<file path="config.mk">
export PLATFORM = sky130hd
export DESIGN_NAME = gpio_controller_event_detect_core
export DESIGN_NICKNAME = d
export VERILOG_FILES = /design/src/hw/rtl/gce_pkg.sv /design/src/hw/rtl/gce_in_stage.sv /design/src/hw/rtl/gce_state.sv /design/src/hw/rtl/gpio_controller_event_detect_core.sv
export SDC_FILE = /design/constraint.sdc
export NUM_CORES = 2
export LEC_CHECK = 0
export ABC_AREA = 0
export BUFFER_PORTS_ARGS = -buffer_cell sky130_fd_sc_hd__buf_2
export CORE_ASPECT_RATIO = 1.1
export CORE_MARGIN = 1.5
export CORE_UTILIZATION = 43
export CTS_CLUSTER_SIZE = 8
export DETAILED_ROUTE_END_ITERATION = 7
export PLACE_DENSITY_LB_ADDON = 0.15
export SLEW_MARGIN = 30
export SYNTH_ARGS = -nofsm -noshare
export SYNTH_HDL_FRONTEND = slang
export SYNTH_SLANG_ARGS = --single-unit
</file>
<file path="constraint.sdc">
create_clock -name clk -period 13.66 [get_ports clk]
set_clock_uncertainty 0.2 [all_clocks]
set_input_delay 2.049 -clock clk [delete_from_list [all_inputs] [get_ports clk]]
set_output_delay 2.049 -clock clk [all_outputs]
set_load 0.03 [all_outputs]
</file>
<file path="src/hw/rtl/gce_pkg.sv">
// Shared types, register offsets, codes and reset constants of the GPIO event detect core.
// No dependencies; every other file of the core refers to it by scoped names.

package gce_pkg;

    localparam int PIN_COUNT_DEF  = 58;
    localparam int PULL_REG_COUNT = 4;

    localparam int FSEL_REG_COUNT = 6;
    localparam int FSEL_PER_REG   = 10;
    localparam int FSEL_PINS      = FSEL_REG_COUNT * FSEL_PER_REG;
    localparam int DET_KINDS      = 6;
    localparam int PULL3_BITS     = 20;
    localparam int SD_FIRST_PIN   = 48;
    localparam int SD_LAST_PIN    = 53;

    // Item functions.
    localparam logic [1:0] FUNC_READ  = 2'd0;
    localparam logic [1:0] FUNC_WRITE = 2'd1;
    localparam logic [1:0] FUNC_PIN   = 2'd2;

    // Access error codes.
    localparam logic [1:0] ERR_OK        = 2'd0;
    localparam logic [1:0] ERR_UNKNOWN   = 2'd1;
    localparam logic [1:0] ERR_DIRECTION = 2'd2;

    // Pin function codes.
    localparam logic [2:0] FSEL_INPUT  = 3'd0;
    localparam logic [2:0] FSEL_OUTPUT = 3'd1;
    localparam logic [2:0] FSEL_ALT0   = 3'd4;

    // Detector kinds.
    localparam logic [2:0] KIND_RISE  = 3'd0;
    localparam logic [2:0] KIND_FALL  = 3'd1;
    localparam logic [2:0] KIND_HIGH  = 3'd2;
    localparam logic [2:0] KIND_LOW   = 3'd3;
    localparam logic [2:0] KIND_ARISE = 3'd4;
    localparam logic [2:0] KIND_AFALL = 3'd5;

    // Register word offsets (byte offset divided by four).
    localparam logic [5:0] W_FSEL0 = 6'd0;
    localparam logic [5:0] W_FSEL1 = 6'd1;
    localparam logic [5:0] W_FSEL2 = 6'd2;
    localparam logic [5:0] W_FSEL3 = 6'd3;
    localparam logic [5:0] W_FSEL4 = 6'd4;
    localparam logic [5:0] W_FSEL5 = 6'd5;
    localparam logic [5:0] W_SET0  = 6'd7;
    localparam logic [5:0] W_SET1  = 6'd8;
    localparam logic [5:0] W_CLR0  = 6'd10;
    localparam logic [5:0] W_CLR1  = 6'd11;
    localparam logic [5:0] W_LEV0  = 6'd13;
    localparam logic [5:0] W_LEV1  = 6'd14;
    localparam logic [5:0] W_EDS0  = 6'd16;
    localparam logic [5:0] W_EDS1  = 6'd17;
    localparam logic [5:0] W_REN0  = 6'd19;
    localparam logic [5:0] W_REN1  = 6'd20;
    localparam logic [5:0] W_FEN0  = 6'd22;
    localparam logic [5:0] W_FEN1  = 6'd23;
    localparam logic [5:0] W_HEN0  = 6'd25;
    localparam logic [5:0] W_HEN1  = 6'd26;
    localparam logic [5:0] W_LEN0  = 6'd28;
    localparam logic [5:0] W_LEN1  = 6'd29;
    localparam logic [5:0] W_AREN0 = 6'd31;
    localparam logic [5:0] W_AREN1 = 6'd32;
    localparam logic [5:0] W_AFEN0 = 6'd34;
    localparam logic [5:0] W_AFEN1 = 6'd35;
    localparam logic [5:0] W_PUD0  = 6'd57;
    localparam logic [5:0] W_PUD1  = 6'd58;
    localparam logic [5:0] W_PUD2  = 6'd59;
    localparam logic [5:0] W_PUD3  = 6'd60;

    localparam logic [31:0] IRQ_BANK0_MASK     = 32'h0fff_ffff;
    localparam logic [31:0] IRQ_BANK1_LOW_MASK = 32'h0000_3fff;
    localparam logic [31:0] IRQ_BANK2_MASK     = 32'h03ff_c000;

    localparam logic [31:0]           PULL_RESET0 = 32'haaa9_5555;
    localparam logic [31:0]           PULL_RESET1 = 32'ha0aa_aaaa;
    localparam logic [31:0]           PULL_RESET2 = 32'h50aa_a95a;
    localparam logic [PULL3_BITS-1:0] PULL_RESET3 = 20'h5_5555;

    typedef enum logic [2:0] {
        RC_FSEL,
        RC_SET,
        RC_CLR,
        RC_LEV,
        RC_EDS,
        RC_DET,
        RC_PULL,
        RC_NONE
    } reg_class_t;

    // idx is the FSEL word, the detector kind or the pull word, by class.
    typedef struct packed {
        reg_class_t cls;
        logic       bank;
        logic [2:0] idx;
    } reg_dec_t;

    typedef struct packed {
        logic [1:0]  func;
        logic [5:0]  reg_word;
        logic [31:0] write_data;
        logic [5:0]  pin_index;
        logic        pin_level;
    } item_t;

    typedef struct packed {
        logic [31:0] read_data;
        logic [3:0]  irq_lines;
        logic        sd_host_selected;
        logic [1:0]  access_error;
    } result_t;

    function automatic reg_dec_t decode_reg(input logic [5:0] w);
        reg_dec_t d;
        d.cls  = RC_NONE;
        d.bank = 1'b0;
        d.idx  = 3'd0;
        case (w)
            W_FSEL0, W_FSEL1, W_FSEL2, W_FSEL3, W_FSEL4, W_FSEL5:
            begin
                d.cls = RC_FSEL;
                d.idx = w[2:0];
            end
            W_SET0: d.cls = RC_SET;
            W_SET1:
            begin
                d.cls  = RC_SET;
                d.bank = 1'b1;
            end
            W_CLR0: d.cls = RC_CLR;
            W_CLR1:
            begin
                d.cls  = RC_CLR;
                d.bank = 1'b1;
            end
            W_LEV0: d.cls = RC_LEV;
            W_LEV1:
            begin
                d.cls  = RC_LEV;
                d.bank = 1'b1;
            end
            W_EDS0: d.cls = RC_EDS;
            W_EDS1:
            begin
                d.cls  = RC_EDS;
                d.bank = 1'b1;
            end
            W_REN0, W_REN1:
            begin
                d.cls  = RC_DET;
                d.idx  = KIND_RISE;
                d.bank = (w == W_REN1);
            end
            W_FEN0, W_FEN1:
            begin
                d.cls  = RC_DET;
                d.idx  = KIND_FALL;
                d.bank = (w == W_FEN1);
            end
            W_HEN0, W_HEN1:
            begin
                d.cls  = RC_DET;
                d.idx  = KIND_HIGH;
                d.bank = (w == W_HEN1);
            end
            W_LEN0, W_LEN1:
            begin
                d.cls  = RC_DET;
                d.idx  = KIND_LOW;
                d.bank = (w == W_LEN1);
            end
            W_AREN0, W_AREN1:
            begin
                d.cls  = RC_DET;
                d.idx  = KIND_ARISE;
                d.bank = (w == W_AREN1);
            end
            W_AFEN0, W_AFEN1:
            begin
                d.cls  = RC_DET;
                d.idx  = KIND_AFALL;
                d.bank = (w == W_AFEN1);
            end
            W_PUD0, W_PUD1, W_PUD2, W_PUD3:
            begin
                d.cls = RC_PULL;
                d.idx = 3'(w - W_PUD0);
            end
            default: d.cls = RC_NONE;
        endcase
        return d;
    endfunction

endpackage

</file>
<file path="src/hw/rtl/gce_in_stage.sv">
// Input register of the GPIO event detect core: holds one accepted word for the execute step.
// Uses gce_pkg for the item type.

module gce_in_stage
(
    input  logic           clk,
    input  logic           rst_n,
    input  logic           item_valid,
    output logic           item_ready,
    input  gce_pkg::item_t item_in,
    input  logic           advance,
    output logic           stage_valid,
    output gce_pkg::item_t stage_item
);

    logic           valid_reg;
    logic           valid_next;
    gce_pkg::item_t item_reg;
    logic           accept;

    assign item_ready = !valid_reg || advance;
    assign accept     = item_valid && item_ready;

    always_comb
    begin
        valid_next = valid_reg;
        if (accept)
        begin
            valid_next = 1'b1;
        end
        else if (advance)
        begin
            valid_next = 1'b0;
        end
    end

    always_ff @(posedge clk or negedge rst_n)
    begin
        if (!rst_n)
        begin
            valid_reg <= 1'b0;
        end
        else
        begin
            valid_reg <= valid_next;
        end
    end

    always_ff @(posedge clk)
    begin
        if (accept)
        begin
            item_reg <= item_in;
        end
    end

    assign stage_valid = valid_reg;
    assign stage_item  = item_reg;

endmodule

</file>
<file path="src/hw/rtl/gce_state.sv">
// Register state of the GPIO event detect core and the single-pass logic that executes one word.
// Uses gce_pkg for offsets, codes, reset constants and the item and result types.

module gce_state
#(
    parameter int PIN_COUNT = gce_pkg::PIN_COUNT_DEF
)
(
    input  logic                 clk,
    input  logic                 rst_n,
    input  logic                 exec_en,
    input  gce_pkg::item_t       item,
    output gce_pkg::result_t     result,
    output logic [PIN_COUNT-1:0] pin_outputs
);

    localparam int FSEL_PINS = gce_pkg::FSEL_PINS;
    localparam int DET_KINDS = gce_pkg::DET_KINDS;

    logic [2:0]           fsel_reg [FSEL_PINS];
    wire  [2:0]           fsel_next [FSEL_PINS];
    logic [PIN_COUNT-1:0] latch_reg, latch_next;
    logic [PIN_COUNT-1:0] level_in_reg, level_in_next;
    logic [PIN_COUNT-1:0] status_reg, status_next;
    logic [PIN_COUNT-1:0] det_reg [DET_KINDS];
    logic [PIN_COUNT-1:0] det_next [DET_KINDS];
    logic [31:0]          pull_reg [3];
    logic [31:0]          pull_next [3];
    logic [gce_pkg::PULL3_BITS-1:0] pull3_reg, pull3_next;
    logic                 sd_reg, sd_next;

    gce_pkg::reg_dec_t    dec;
    logic                 is_wr;
    logic                 fsel_wr;
    logic                 pin_ok;

    wire  [31:0]          fsel_word [gce_pkg::FSEL_REG_COUNT];
    wire  [63:0]          om_cur;
    wire  [63:0]          om_nxt;

    logic [63:0]          lat64, inl64, sts64;
    logic [63:0]          det64 [DET_KINDS];
    logic [63:0]          lvl_cur64;
    logic [63:0]          lat_w64, inl_w64, sts_w64;
    logic [63:0]          det_w64 [DET_KINDS];
    logic [63:0]          lat_n64, inl_n64, lvl_nxt64;
    logic [63:0]          den [DET_KINDS];
    logic [63:0]          rise64, fall64, ev64, do_mask, sts_n64;
    logic [1:0]           do_ev;
    logic [31:0]          rd;
    logic [1:0]           err;
    logic                 sd_all_in, sd_all_alt;
    logic [31:0]          ev0, ev1;

    function automatic logic [31:0] bank_word(input logic [63:0] v, input logic bank);
        return bank ? v[63:32] : v[31:0];
    endfunction

    assign dec     = gce_pkg::decode_reg(item.reg_word);
    assign is_wr   = (item.func == gce_pkg::FUNC_WRITE);
    assign fsel_wr = is_wr && (dec.cls == gce_pkg::RC_FSEL);
    assign pin_ok  = ({1'b0, item.pin_index} < 7'(PIN_COUNT));

    // Function select: fields of pins beyond the pin count are never written.
    genvar gp, gr, gi;
    generate
        for (gp = 0; gp < FSEL_PINS; gp++)
        begin : g_fsel
            localparam int FR = gp / gce_pkg::FSEL_PER_REG;
            localparam int FF = gp % gce_pkg::FSEL_PER_REG;
            if (gp < PIN_COUNT)
            begin : g_live
                assign fsel_next[gp] = (fsel_wr && dec.idx == 3'(FR)) ?
                                       item.write_data[3*FF +: 3] : fsel_reg[gp];
            end
            else
            begin : g_dead
                assign fsel_next[gp] = fsel_reg[gp];
            end
        end
        for (gp = 0; gp < 64; gp++)
        begin : g_om
            if (gp < FSEL_PINS)
            begin : g_sel
                assign om_cur[gp] = (fsel_reg[gp] == gce_pkg::FSEL_OUTPUT);
                assign om_nxt[gp] = (fsel_next[gp] == gce_pkg::FSEL_OUTPUT);
            end
            else
            begin : g_none
                assign om_cur[gp] = 1'b0;
                assign om_nxt[gp] = 1'b0;
            end
        end
        for (gr = 0; gr < gce_pkg::FSEL_REG_COUNT; gr++)
        begin : g_fword
            for (gi = 0; gi < gce_pkg::FSEL_PER_REG; gi++)
            begin : g_field
                assign fsel_word[gr][3*gi +: 3] = fsel_reg[gr*gce_pkg::FSEL_PER_REG + gi];
            end
            assign fsel_word[gr][31:3*gce_pkg::FSEL_PER_REG] = '0;
        end
    endgenerate

    // Decode and apply the register access or pin change to wide bank views.
    always_comb
    begin
        lat64 = 64'(latch_reg);
        inl64 = 64'(level_in_reg);
        sts64 = 64'(status_reg);
        for (int k = 0; k < DET_KINDS; k++)
        begin
            det64[k]   = 64'(det_reg[k]);
            det_w64[k] = det64[k];
        end
        lvl_cur64 = (lat64 & om_cur) | (inl64 & ~om_cur);
        lat_w64   = lat64;
        inl_w64   = inl64;
        sts_w64   = sts64;
        for (int k = 0; k < 3; k++)
        begin
            pull_next[k] = pull_reg[k];
        end
        pull3_next = pull3_reg;
        do_ev      = 2'b00;
        rd         = '0;
        err        = gce_pkg::ERR_OK;
        case (item.func)
            gce_pkg::FUNC_READ:
            begin
                case (dec.cls)
                    gce_pkg::RC_FSEL: rd = fsel_word[dec.idx];
                    gce_pkg::RC_SET,
                    gce_pkg::RC_CLR:  err = gce_pkg::ERR_DIRECTION;
                    gce_pkg::RC_LEV:  rd = bank_word(lvl_cur64, dec.bank);
                    gce_pkg::RC_EDS:  rd = bank_word(sts64, dec.bank);
                    gce_pkg::RC_DET:  rd = bank_word(det64[dec.idx], dec.bank);
                    gce_pkg::RC_PULL:
                    begin
                        if (dec.idx[1:0] == 2'd3)
                        begin
                            rd = 32'(pull3_reg);
                        end
                        else
                        begin
                            rd = pull_reg[dec.idx[1:0]];
                        end
                    end
                    default: err = gce_pkg::ERR_UNKNOWN;
                endcase
            end
            gce_pkg::FUNC_WRITE:
            begin
                case (dec.cls)
                    gce_pkg::RC_FSEL: do_ev = 2'b11;
                    gce_pkg::RC_SET:
                    begin
                        if (dec.bank)
                        begin
                            lat_w64[63:32] = lat64[63:32] | item.write_data;
                        end
                        else
                        begin
                            lat_w64[31:0] = lat64[31:0] | item.write_data;
                        end
                        do_ev[dec.bank] = 1'b1;
                    end
                    gce_pkg::RC_CLR:
                    begin
                        if (dec.bank)
                        begin
                            lat_w64[63:32] = lat64[63:32] & ~item.write_data;
                        end
                        else
                        begin
                            lat_w64[31:0] = lat64[31:0] & ~item.write_data;
                        end
                        do_ev[dec.bank] = 1'b1;
                    end
                    gce_pkg::RC_LEV: err = gce_pkg::ERR_DIRECTION;
                    gce_pkg::RC_EDS:
                    begin
                        if (dec.bank)
                        begin
                            sts_w64[63:32] = sts64[63:32] & ~item.write_data;
                        end
                        else
                        begin
                            sts_w64[31:0] = sts64[31:0] & ~item.write_data;
                        end
                        do_ev[dec.bank] = 1'b1;
                    end
                    gce_pkg::RC_DET:
                    begin
                        if (dec.bank)
                        begin
                            det_w64[dec.idx][63:32] = item.write_data;
                        end
                        else
                        begin
                            det_w64[dec.idx][31:0] = item.write_data;
                        end
                        // Level detectors are re-applied as soon as they are enabled.
                        if (dec.idx == gce_pkg::KIND_HIGH || dec.idx == gce_pkg::KIND_LOW)
                        begin
                            do_ev[dec.bank] = 1'b1;
                        end
                    end
                    gce_pkg::RC_PULL:
                    begin
                        if (dec.idx[1:0] == 2'd3)
                        begin
                            pull3_next = item.write_data[gce_pkg::PULL3_BITS-1:0];
                        end
                        else
                        begin
                            pull_next[dec.idx[1:0]] = item.write_data;
                        end
                    end
                    default: err = gce_pkg::ERR_UNKNOWN;
                endcase
            end
            gce_pkg::FUNC_PIN:
            begin
                if (pin_ok)
                begin
                    inl_w64[item.pin_index] = item.pin_level;
                    do_ev[item.pin_index[5]] = 1'b1;
                end
            end
            default:
            begin
                err = gce_pkg::ERR_OK;
            end
        endcase
    end

    // Bits of pins beyond the pin count are dropped here.
    always_comb
    begin
        latch_next    = lat_w64[PIN_COUNT-1:0];
        level_in_next = inl_w64[PIN_COUNT-1:0];
        for (int k = 0; k < DET_KINDS; k++)
        begin
            det_next[k] = det_w64[k][PIN_COUNT-1:0];
        end
    end

    // Event latching from the old and new pin levels, both taken from truncated state.
    always_comb
    begin
        lat_n64 = 64'(latch_next);
        inl_n64 = 64'(level_in_next);
        for (int k = 0; k < DET_KINDS; k++)
        begin
            den[k] = 64'(det_next[k]);
        end
        lvl_nxt64 = (lat_n64 & om_nxt) | (inl_n64 & ~om_nxt);
        rise64    = ~lvl_cur64 & lvl_nxt64;
        fall64    = lvl_cur64 & ~lvl_nxt64;
        ev64      = (rise64 & (den[gce_pkg::KIND_RISE] | den[gce_pkg::KIND_ARISE]))
                  | (fall64 & (den[gce_pkg::KIND_FALL] | den[gce_pkg::KIND_AFALL]))
                  | (lvl_nxt64 & den[gce_pkg::KIND_HIGH])
                  | (~lvl_nxt64 & den[gce_pkg::KIND_LOW]);
        do_mask   = {{32{do_ev[1]}}, {32{do_ev[0]}}};
        sts_n64   = sts_w64 | (ev64 & do_mask);
        status_next = sts_n64[PIN_COUNT-1:0];
    end

    // SD routing follows the function select of its six pins after each FSEL write.
    always_comb
    begin
        sd_all_in  = 1'b1;
        sd_all_alt = 1'b1;
        for (int p = gce_pkg::SD_FIRST_PIN; p <= gce_pkg::SD_LAST_PIN; p++)
        begin
            sd_all_in  = sd_all_in && (fsel_next[p] == gce_pkg::FSEL_INPUT);
            sd_all_alt = sd_all_alt && (fsel_next[p] == gce_pkg::FSEL_ALT0);
        end
        sd_next = sd_reg;
        if (fsel_wr)
        begin
            sd_next = sd_reg ? !sd_all_in : sd_all_alt;
        end
    end

    always_comb
    begin
        ev0 = sts_n64[31:0];
        ev1 = sts_n64[63:32];
        result.read_data        = rd;
        result.irq_lines[0]     = |(ev0 & gce_pkg::IRQ_BANK0_MASK);
        result.irq_lines[1]     = |(ev0 & ~gce_pkg::IRQ_BANK0_MASK)
                                | |(ev1 & gce_pkg::IRQ_BANK1_LOW_MASK);
        result.irq_lines[2]     = |(ev1 & gce_pkg::IRQ_BANK2_MASK);
        result.irq_lines[3]     = |sts_n64;
        result.sd_host_selected = sd_next;
        result.access_error     = err;
        pin_outputs             = latch_next & om_nxt[PIN_COUNT-1:0];
    end

    always_ff @(posedge clk or negedge rst_n)
    begin
        if (!rst_n)
        begin
            for (int p = 0; p < FSEL_PINS; p++)
            begin
                fsel_reg[p] <= gce_pkg::FSEL_INPUT;
            end
            latch_reg    <= '0;
            level_in_reg <= '0;
            status_reg   <= '0;
            for (int k = 0; k < DET_KINDS; k++)
            begin
                det_reg[k] <= '0;
            end
            pull_reg[0] <= gce_pkg::PULL_RESET0;
            pull_reg[1] <= gce_pkg::PULL_RESET1;
            pull_reg[2] <= gce_pkg::PULL_RESET2;
            pull3_reg   <= gce_pkg::PULL_RESET3;
            sd_reg      <= 1'b0;
        end
        else if (exec_en)
        begin
            for (int p = 0; p < FSEL_PINS; p++)
            begin
                fsel_reg[p] <= fsel_next[p];
            end
            latch_reg    <= latch_next;
            level_in_reg <= level_in_next;
            status_reg   <= status_next;
            for (int k = 0; k < DET_KINDS; k++)
            begin
                det_reg[k] <= det_next[k];
            end
            for (int k = 0; k < 3; k++)
            begin
                pull_reg[k] <= pull_next[k];
            end
            pull3_reg <= pull3_next;
            sd_reg    <= sd_next;
        end
    end

endmodule

</file>
<file path="src/hw/rtl/gpio_controller_event_detect_core.sv">
// Top level of the GPIO event detect core: input stage, state and execute logic, result register.
// Depends on gce_pkg, gce_in_stage and gce_state.
//
// Usage: each input word is a register read, a register write or a change of one
// external pin level, offered on item_valid/item_ready with its fields on func,
// reg_word, write_data, pin_index and pin_level. Every word produces exactly one
// result word on result_valid/result_ready: read_data, irq_lines, pin_outputs,
// sd_host_selected and access_error, all reflecting the state after that word.
// A word is registered at acceptance, executed against the register state once the
// result register is free or being emptied, and written to the result register.
// One word is accepted per cycle while the receiver takes every result; the execute
// step is a single pass over the flop state. When the receiver stalls, the result
// register holds its word and the input register keeps one more; then item_ready
// drops until the result is taken. Reset clears all pin functions, latches, input
// levels, status and enables, loads the pull-control defaults and leaves the SD
// pins deselected from the host interface controller (sd_host_selected low).

module gpio_controller_event_detect_core
#(
    parameter int PIN_COUNT = gce_pkg::PIN_COUNT_DEF
)
(
    input  logic                 clk,
    input  logic                 rst_n,
    input  logic                 item_valid,
    output logic                 item_ready,
    input  logic [1:0]           func,
    input  logic [5:0]           reg_word,
    input  logic [31:0]          write_data,
    input  logic [5:0]           pin_index,
    input  logic                 pin_level,
    output logic                 result_valid,
    input  logic                 result_ready,
    output logic [31:0]          read_data,
    output logic [3:0]           irq_lines,
    output logic [PIN_COUNT-1:0] pin_outputs,
    output logic                 sd_host_selected,
    output logic [1:0]           access_error
);

    gce_pkg::item_t       item_in;
    gce_pkg::item_t       stage_item;
    gce_pkg::result_t     exec_result;
    gce_pkg::result_t     result_reg;
    logic [PIN_COUNT-1:0] exec_pins;
    logic [PIN_COUNT-1:0] pins_reg;
    logic                 stage_valid;
    logic                 advance;
    logic                 out_valid_reg;
    logic                 out_valid_next;

    assign item_in.func       = func;
    assign item_in.reg_word   = reg_word;
    assign item_in.write_data = write_data;
    assign item_in.pin_index  = pin_index;
    assign item_in.pin_level  = pin_level;

    // The staged word executes once the result register is free or being emptied.
    assign advance = stage_valid && (!out_valid_reg || result_ready);

    gce_in_stage u_in_stage
    (
        .clk         (clk),
        .rst_n       (rst_n),
        .item_valid  (item_valid),
        .item_ready  (item_ready),
        .item_in     (item_in),
        .advance     (advance),
        .stage_valid (stage_valid),
        .stage_item  (stage_item)
    );

    gce_state #(
        .PIN_COUNT (PIN_COUNT)
    ) u_state
    (
        .clk         (clk),
        .rst_n       (rst_n),
        .exec_en     (advance),
        .item        (stage_item),
        .result      (exec_result),
        .pin_outputs (exec_pins)
    );

    always_comb
    begin
        out_valid_next = out_valid_reg;
        if (advance)
        begin
            out_valid_next = 1'b1;
        end
        else if (result_ready)
        begin
            out_valid_next = 1'b0;
        end
    end

    always_ff @(posedge clk or negedge rst_n)
    begin
        if (!rst_n)
        begin
            out_valid_reg <= 1'b0;
        end
        else
        begin
            out_valid_reg <= out_valid_next;
        end
    end

    always_ff @(posedge clk)
    begin
        if (advance)
        begin
            result_reg <= exec_result;
            pins_reg   <= exec_pins;
        end
    end

    assign result_valid     = out_valid_reg;
    assign read_data        = result_reg.read_data;
    assign irq_lines        = result_reg.irq_lines;
    assign pin_outputs      = pins_reg;
    assign sd_host_selected = result_reg.sd_host_selected;
    assign access_error     = result_reg.access_error;

    // With the result stalled and a word already staged, no further word may enter.
    a_stall_blocks_input: assert property (@(posedge clk) disable iff (!rst_n)
        result_valid && !result_ready && stage_valid |-> !item_ready)
        else $error("input accepted while both stages are full");

    a_error_code: assert property (@(posedge clk) disable iff (!rst_n)
        result_valid |-> (access_error == gce_pkg::ERR_OK
                       || access_error == gce_pkg::ERR_UNKNOWN
                       || access_error == gce_pkg::ERR_DIRECTION))
        else $error("undefined access error code");

    a_error_reads_zero: assert property (@(posedge clk) disable iff (!rst_n)
        result_valid && access_error != gce_pkg::ERR_OK |-> read_data == '0)
        else $error("failed access returned nonzero data");

    a_any_event_irq: assert property (@(posedge clk) disable iff (!rst_n)
        result_valid && irq_lines[2:0] != 3'b000 |-> irq_lines[3])
        else $error("bank interrupt without the summary interrupt");

endmodule

</file>
Yosys cells after proc, flatten, opt, wreduce, memory -nomap -nowiden --
Cells that the tools add are included.
Operators by class: bitwise logic cells 35, reductions and logical operators 67, magnitude comparators 11, equal/unequal tests 165, multiplexer cells 119, add/subtract/negate cells 1
Operators by type and width (number):
- 378-bit two-way mux | 3
- 384-bit bitwise mux | 2
- 32-bit two-way mux | 14
- 64-bit demux with 3-bit select | 2
- 64-bit bitwise OR | 6
- 3-bit by 1-bit equality test with 1-bit output, second input constant | 118
- 64-bit AND | 5
- 64-bit two-way mux | 5
- 64-bit binary-select mux with 3-bit select | 1
- 58-bit AND | 3
- 3-bit two-way mux | 58
- 58-bit two-way mux | 3
- 32-bit one-hot mux with 5 select lines | 1
- 58-bit by 64-bit AND with 64-bit output | 2
- 64-bit by 58-bit AND with 64-bit output | 2
- 58-bit inverter with 64-bit output | 2
- 64-bit inverter | 2
- 58-bit bitwise OR | 2
- 58-bit one-hot mux with 2 select lines | 1
- 32-bit binary-select mux with 3-bit select | 1
- 96-bit bitwise mux | 1
- 6-bit by 5-bit equality test with 1-bit output, second input constant | 11
- 32-bit AND | 2
- 32-bit binary-select mux with 2-bit select | 1
- 56 further kinds | 150
Word-level totals: input port bits 51, bits in registers 959, logic and storage cells 482

Longest topological paths before layout --
word-level depth 21, mapped depth 20, gate-level depth less buffers 14

Modules after synthesis --
A second synthesis with hierarchy kept.
Second synthesis, totals: cells, all modules 5785, area total of the unflattened synthesis 53766.6 um^2
By module, submodules not included:
- gce_state | instances 1, sequential area each 20412.1 um^2, cells each 5633, area each 49344.8 um^2
- gpio_controller_event_detect_core | instances 1, sequential area each 2937.8 um^2, cells each 101, area each 2956.6 um^2
- gce_in_stage | instances 1, sequential area each 1436.4 um^2, cells each 51, area each 1465.2 um^2

Least setup slack after synthesis --
OpenSTA, ideal clock, no wires.
path kind input-to-reg, from in result_ready, to reg result_reg, in the netlist access_error[0] (enable), path slack 7380 ps, path buffers 2, stages 5, required time 12962 ps, arrival 5582 ps, path through nand2b_1 > nand2_1 > inv_2 > clkbuf_1 > buf_1
On the way: word-level cells in the longest chain between the ends 2
Ends and longest elaborated chain:
- start: declaration | line gpio_controller_event_detect_core.sv:33 | input logic result_ready,
- 1-bit logical OR | line gpio_controller_event_detect_core.sv:59 | assign advance = stage_valid && (!out_valid_reg || result_ready);
- 1-bit logical AND | line gpio_controller_event_detect_core.sv:59
- net advance | line gpio_controller_event_detect_core.sv:48 | logic advance;
- end signal: assignment | line gpio_controller_event_detect_core.sv:114 | result_reg <= exec_result;
- end: declaration | line gpio_controller_event_detect_core.sv:44 | gce_pkg::result_t result_reg;
The timed path passes the listed nets, and every way through them passes these cells. A chain may end at the register's enable or synchronous reset.

==> metrics <==
run status finished with violations; violated checks design-rule violations; vias in the first global route approximately 43000; distinct cell type count of the synthesized netlist 93; clk root buf sky130_fd_sc_hd__clkbuf_16; sink count of the clock tree approximately 960; Slew Limit Fails 0; Hold Path Cell Cnt 2; Starting Density roughly 43%; clock-pin slew on the worst setup and hold paths approximately 0.05 ns; Largest register FFs 348; clock tree from TritonCTS built; total global routing track utilization roughly 40%; register area 24800 sq um; 1st-iter DRT viols 7082; sequential area share after synthesis a little under half; maxcap violations 0; count of vias placed by the detailed router approximately 47000; Hold Path Class reg -> reg; Synthesized Nets roughly 5300; initial antenna violation count 18; Syn. warnings 0; detailed-route wire length per cell between 30 and 40 um; CTS max path bufs 3; Final #Nets approximately 5300; Core Box Area 121000 sq um; global-route wire length before repair 347000 um; die width 337 um; die area ~120000 sq um; R2R Path Start u_in_stage.stage_item[39]; area overhead of the layout relative to synthesis 13.3%; number of gates given a new drive strength after cts 0; Mean Syn Cell Area roughly 10 sq um; clock latency at the later pin of the worst-skew pair about 0.8 ns; flop2flop setup slack about 6 ns; filler instances between 10000 and 15000; endpoint of the worst register-to-register path irq_lines[3]; standby leakage power roughly 26 nW; ys async rst share a little over four fifths; number of nets with antenna violations after detailed routing 0; critical-path maximum fanout 41; Placement Rows approximately 130; time the worst path needs with I/O delays and setup slightly below 8 ns; worst-margin pin slew 1.14 ns; proportion of layout cells with a drive suffix above 1 between 20% and 30%; mapped cell area 52600 sq um; kind of end point of the critical path register; type of the worst setup path reg -> reg; multi-input gate area in the final layout roughly 26000 sq um; number of remaining DRC errors 2; Worst EP required between 10 and 15 ns; input/output buffers 149; Via density a little under 7; worst hold margin between 0.2 and 0.3 ns; number of buffers inserted by post-CTS setup repair 0; IO Pins 150; quantity of hold-fixing buffers added after cts 0; number of failing hold endpoints at the final stage 0; power density over cell area around 130 nW/um^2; relative max-transition margin between 20% and 30%; pin count of the biggest net entering global routing 139; worst min-delay path startpoint u_state.pull_reg[11]; top_reg_cell synth sky130_fd_sc_hd__dfrtp_1; overall overflow remaining after global route 0; setup slack at placement 6.08 ns; startpoint of the most critical setup path u_in_stage.stage_item[39]; placer's final routability congestion estimate 1.05; total wire length after detailed routing about 250000 um; first-pass iteration count of the detailed router 8; portion of the clock cycle consumed by the worst path in the final layout approximately 57%; Post-Synthesis Cells ~5200; register bit count reported by yosys ~960; Die Y-Extent 370 um; clock buffer count from CTS between 100 and 150; accumulated negative setup slack 0 ns; HPWL reported at the end of detailed placement between 150000 and 200000 um; unrepaired setup endpoints after global routing false; startpoint type of the worst setup path register; Max Fclk between 100 and 150 MHz; Post-synth EDFFs ~140; count of final setup violators 0; CP endpoint irq_lines[3]; Crit path arrival time just over 8 ns; least setup slack across all paths after layout 5.91 ns; largest vdd supply drop 0.119 mV; number of cells traversed by the worst register-to-register path 15; level count of the clock H-tree 4
## worst min path at each step
| stage | to | slack, ns |
|---|---|---|
| 2_1_floorplan | u_state.pull3_reg[11] | 0.25 |
| 3_3_place_gp | u_state.pull3_reg[11] | 0.26 |
| 3_5_place_dp | u_state.pull_reg[75] | 0.27 |
| 4_1_cts | u_state.pull3_reg[8] | 0.28 |
| 5_1_grt | u_state.pull_reg[72] | 0.30 |
| 6_report | u_state.pull_reg[11] | 0.28 |
## critical path, cell delays in order, from the launching register on
cell	delay, ns
sky130_fd_sc_hd__edfxtp_1	0.53
sky130_fd_sc_hd__inv_1	0.14
sky130_fd_sc_hd__ha_1	0.37
sky130_fd_sc_hd__or4_4	0.23
sky130_fd_sc_hd__and4_4	0.61
sky130_fd_sc_hd__a221o_4	0.55
sky130_fd_sc_hd__buf_4	0.55
sky130_fd_sc_hd__nand3_1	0.71
sky130_fd_sc_hd__or2_2	0.90
sky130_fd_sc_hd__a22oi_1	0.31
sky130_fd_sc_hd__o2111a_1	0.23
sky130_fd_sc_hd__nor3_1	0.06
sky130_fd_sc_hd__a21oi_1	0.65
sky130_fd_sc_hd__and3_1	0.64
sky130_fd_sc_hd__nand4_1	0.18
sky130_fd_sc_hd__or4_1	0.56
## final cells by class
class                           count  area share (%)
Sequential cell                   959            41.6
Multi-Input combinational cell   3730            44.2
Clock buffer                      213            6.35
Timing Repair Buffer              346            4.04
Tap cell                         1632            3.43
Clock inverter                     12           0.183
Inverter                           36           0.235
Antenna cell                        3          0.0126
## report_power, final
| part | switching, W | leakage, nW | internal (W) | total (W) |
|---|---|---|---|---|
| clock | 0.00133 | 1.87 | 0.00189 | 0.00321 |
| sequential | 0.000177 | 12.5 | 0.00310 | 0.00328 |
| combinational | 0.000854 | 11.5 | 0.000347 | 0.00120 |
| total | 0.00236 | 25.8 | 0.00533 | 0.00769 |
## routing by layer
layer | share of wire (%) | global-route usage (%) | vias to the layer above
li1 | - | - | 19116
met3 | 13 | 14.8 | 786
met4 | 8.3 | 26.9 | 16
met1 | 38 | 50.2 | 23711
met5 | 0.040 | 0 | -
met2 | 42 | 57.2 | 3133
## through the flow
stage	instances	utilization [%]	total power (W)	area, sq um
final	6931	49.1	0.00769	59600
after global routing	6928	49.1	0.00789	59600
after CTS	6926	49.0	0.00765	59500
after detailed placement	6701	45.8	0.00444	55600
after global placement	6694	45.6	0.00443	55300
after floorplan	5203	-	0.00389	52600
## cells by family (layout without fill, tap and decap cells)
group / after synthesis / in the layout / share of synthesized area (%)
simple gates: 1648 / 1648 / 14.0
compound gates: 1092 / 1092 / 14.6
mux: 982 / 982 / 20.4
flops: 959 / 959 / 47.1
buf+inv: 514 / 607 / 3.78
fa+ha+maj: 7 / 7 / 0.166
xor+xnor: 1 / 1 / 0.0166
other cells: 0 / 3 / 0
## Yosys cell counts, types with 9 or more instances
| cell | n | share of area, % |
|---|---|---|
| sky130_fd_sc_hd__nor4_1 | 14 | 0.17 |
| sky130_fd_sc_hd__a32oi_1 | 48 | 0.80 |
| sky130_fd_sc_hd__o21a_1 | 11 | 0.16 |
| sky130_fd_sc_hd__nand4_1 | 27 | 0.32 |
| sky130_fd_sc_hd__nor3b_1 | 69 | 0.98 |
| sky130_fd_sc_hd__and3_1 | 75 | 0.89 |
| sky130_fd_sc_hd__clkbuf_1 | 375 | 2.7 |
| sky130_fd_sc_hd__a22oi_1 | 91 | 1.3 |
| sky130_fd_sc_hd__o31ai_1 | 19 | 0.27 |
| sky130_fd_sc_hd__buf_1 | 73 | 0.52 |
| sky130_fd_sc_hd__o2111ai_1 | 15 | 0.25 |
| sky130_fd_sc_hd__a311oi_1 | 74 | 1.2 |
| sky130_fd_sc_hd__a21oi_1 | 161 | 1.5 |
| sky130_fd_sc_hd__a221oi_1 | 21 | 0.35 |
| sky130_fd_sc_hd__a32o_1 | 18 | 0.34 |
| sky130_fd_sc_hd__nand3_1 | 140 | 1.3 |
| sky130_fd_sc_hd__mux2i_1 | 277 | 5.3 |
| sky130_fd_sc_hd__inv_1 | 35 | 0.25 |
| sky130_fd_sc_hd__or3_1 | 16 | 0.19 |
| sky130_fd_sc_hd__a211oi_1 | 9 | 0.13 |
| sky130_fd_sc_hd__nor2_1 | 175 | 1.2 |
| sky130_fd_sc_hd__buf_2 | 24 | 0.23 |
| sky130_fd_sc_hd__nand4b_1 | 13 | 0.22 |
| sky130_fd_sc_hd__a31oi_1 | 64 | 0.76 |
| sky130_fd_sc_hd__a22o_1 | 55 | 0.92 |
| sky130_fd_sc_hd__a222oi_1 | 21 | 0.40 |
| sky130_fd_sc_hd__edfxtp_1 | 144 | 8.2 |
| sky130_fd_sc_hd__o221ai_1 | 37 | 0.62 |
| sky130_fd_sc_hd__nand2_1 | 1002 | 7.1 |
| sky130_fd_sc_hd__o22ai_1 | 63 | 0.75 |
| sky130_fd_sc_hd__and2_1 | 13 | 0.15 |
| sky130_fd_sc_hd__o211ai_1 | 35 | 0.50 |
| sky130_fd_sc_hd__mux2_2 | 701 | 15 |
| sky130_fd_sc_hd__nor3_1 | 39 | 0.37 |
| sky130_fd_sc_hd__dfstp_2 | 54 | 2.7 |
| sky130_fd_sc_hd__or2_2 | 12 | 0.14 |
| sky130_fd_sc_hd__o311ai_0 | 27 | 0.45 |
| sky130_fd_sc_hd__o21ai_0 | 232 | 2.2 |
| sky130_fd_sc_hd__dfrtp_1 | 761 | 36 |
| sky130_fd_sc_hd__a21boi_0 | 9 | 0.13 |
## cell usage in the layout, fill, tap and decap left out, types with 14 or more instances in the layout
master,instances
sky130_fd_sc_hd__inv_1,34
sky130_fd_sc_hd__edfxtp_1,144
sky130_fd_sc_hd__a222oi_1,21
sky130_fd_sc_hd__nor3b_2,17
sky130_fd_sc_hd__nand2_1,996
sky130_fd_sc_hd__a32o_1,18
sky130_fd_sc_hd__nor2_1,157
sky130_fd_sc_hd__nor4_1,14
sky130_fd_sc_hd__nor3b_1,49
sky130_fd_sc_hd__mux2_2,701
sky130_fd_sc_hd__a221oi_1,21
sky130_fd_sc_hd__mux2i_1,269
sky130_fd_sc_hd__nand3_1,137
sky130_fd_sc_hd__o21ai_0,226
sky130_fd_sc_hd__o311ai_0,23
sky130_fd_sc_hd__a22o_1,55
sky130_fd_sc_hd__o2111ai_1,14
sky130_fd_sc_hd__o211ai_1,35
sky130_fd_sc_hd__o31ai_1,19
sky130_fd_sc_hd__buf_4,182
sky130_fd_sc_hd__a311oi_1,66
sky130_fd_sc_hd__dfstp_2,54
sky130_fd_sc_hd__o22ai_1,63
sky130_fd_sc_hd__and3_1,73
sky130_fd_sc_hd__a21oi_1,161
sky130_fd_sc_hd__nor3_1,34
sky130_fd_sc_hd__clkbuf_1,72
sky130_fd_sc_hd__or3_1,16
sky130_fd_sc_hd__dfrtp_1,761
sky130_fd_sc_hd__buf_2,148
sky130_fd_sc_hd__o221ai_1,37
sky130_fd_sc_hd__clkbuf_16,140
sky130_fd_sc_hd__nand4_1,27
sky130_fd_sc_hd__a22oi_1,91
sky130_fd_sc_hd__a31oi_1,62
sky130_fd_sc_hd__a32oi_1,47
No activity file was read; power rests on OpenSTA's default activity.
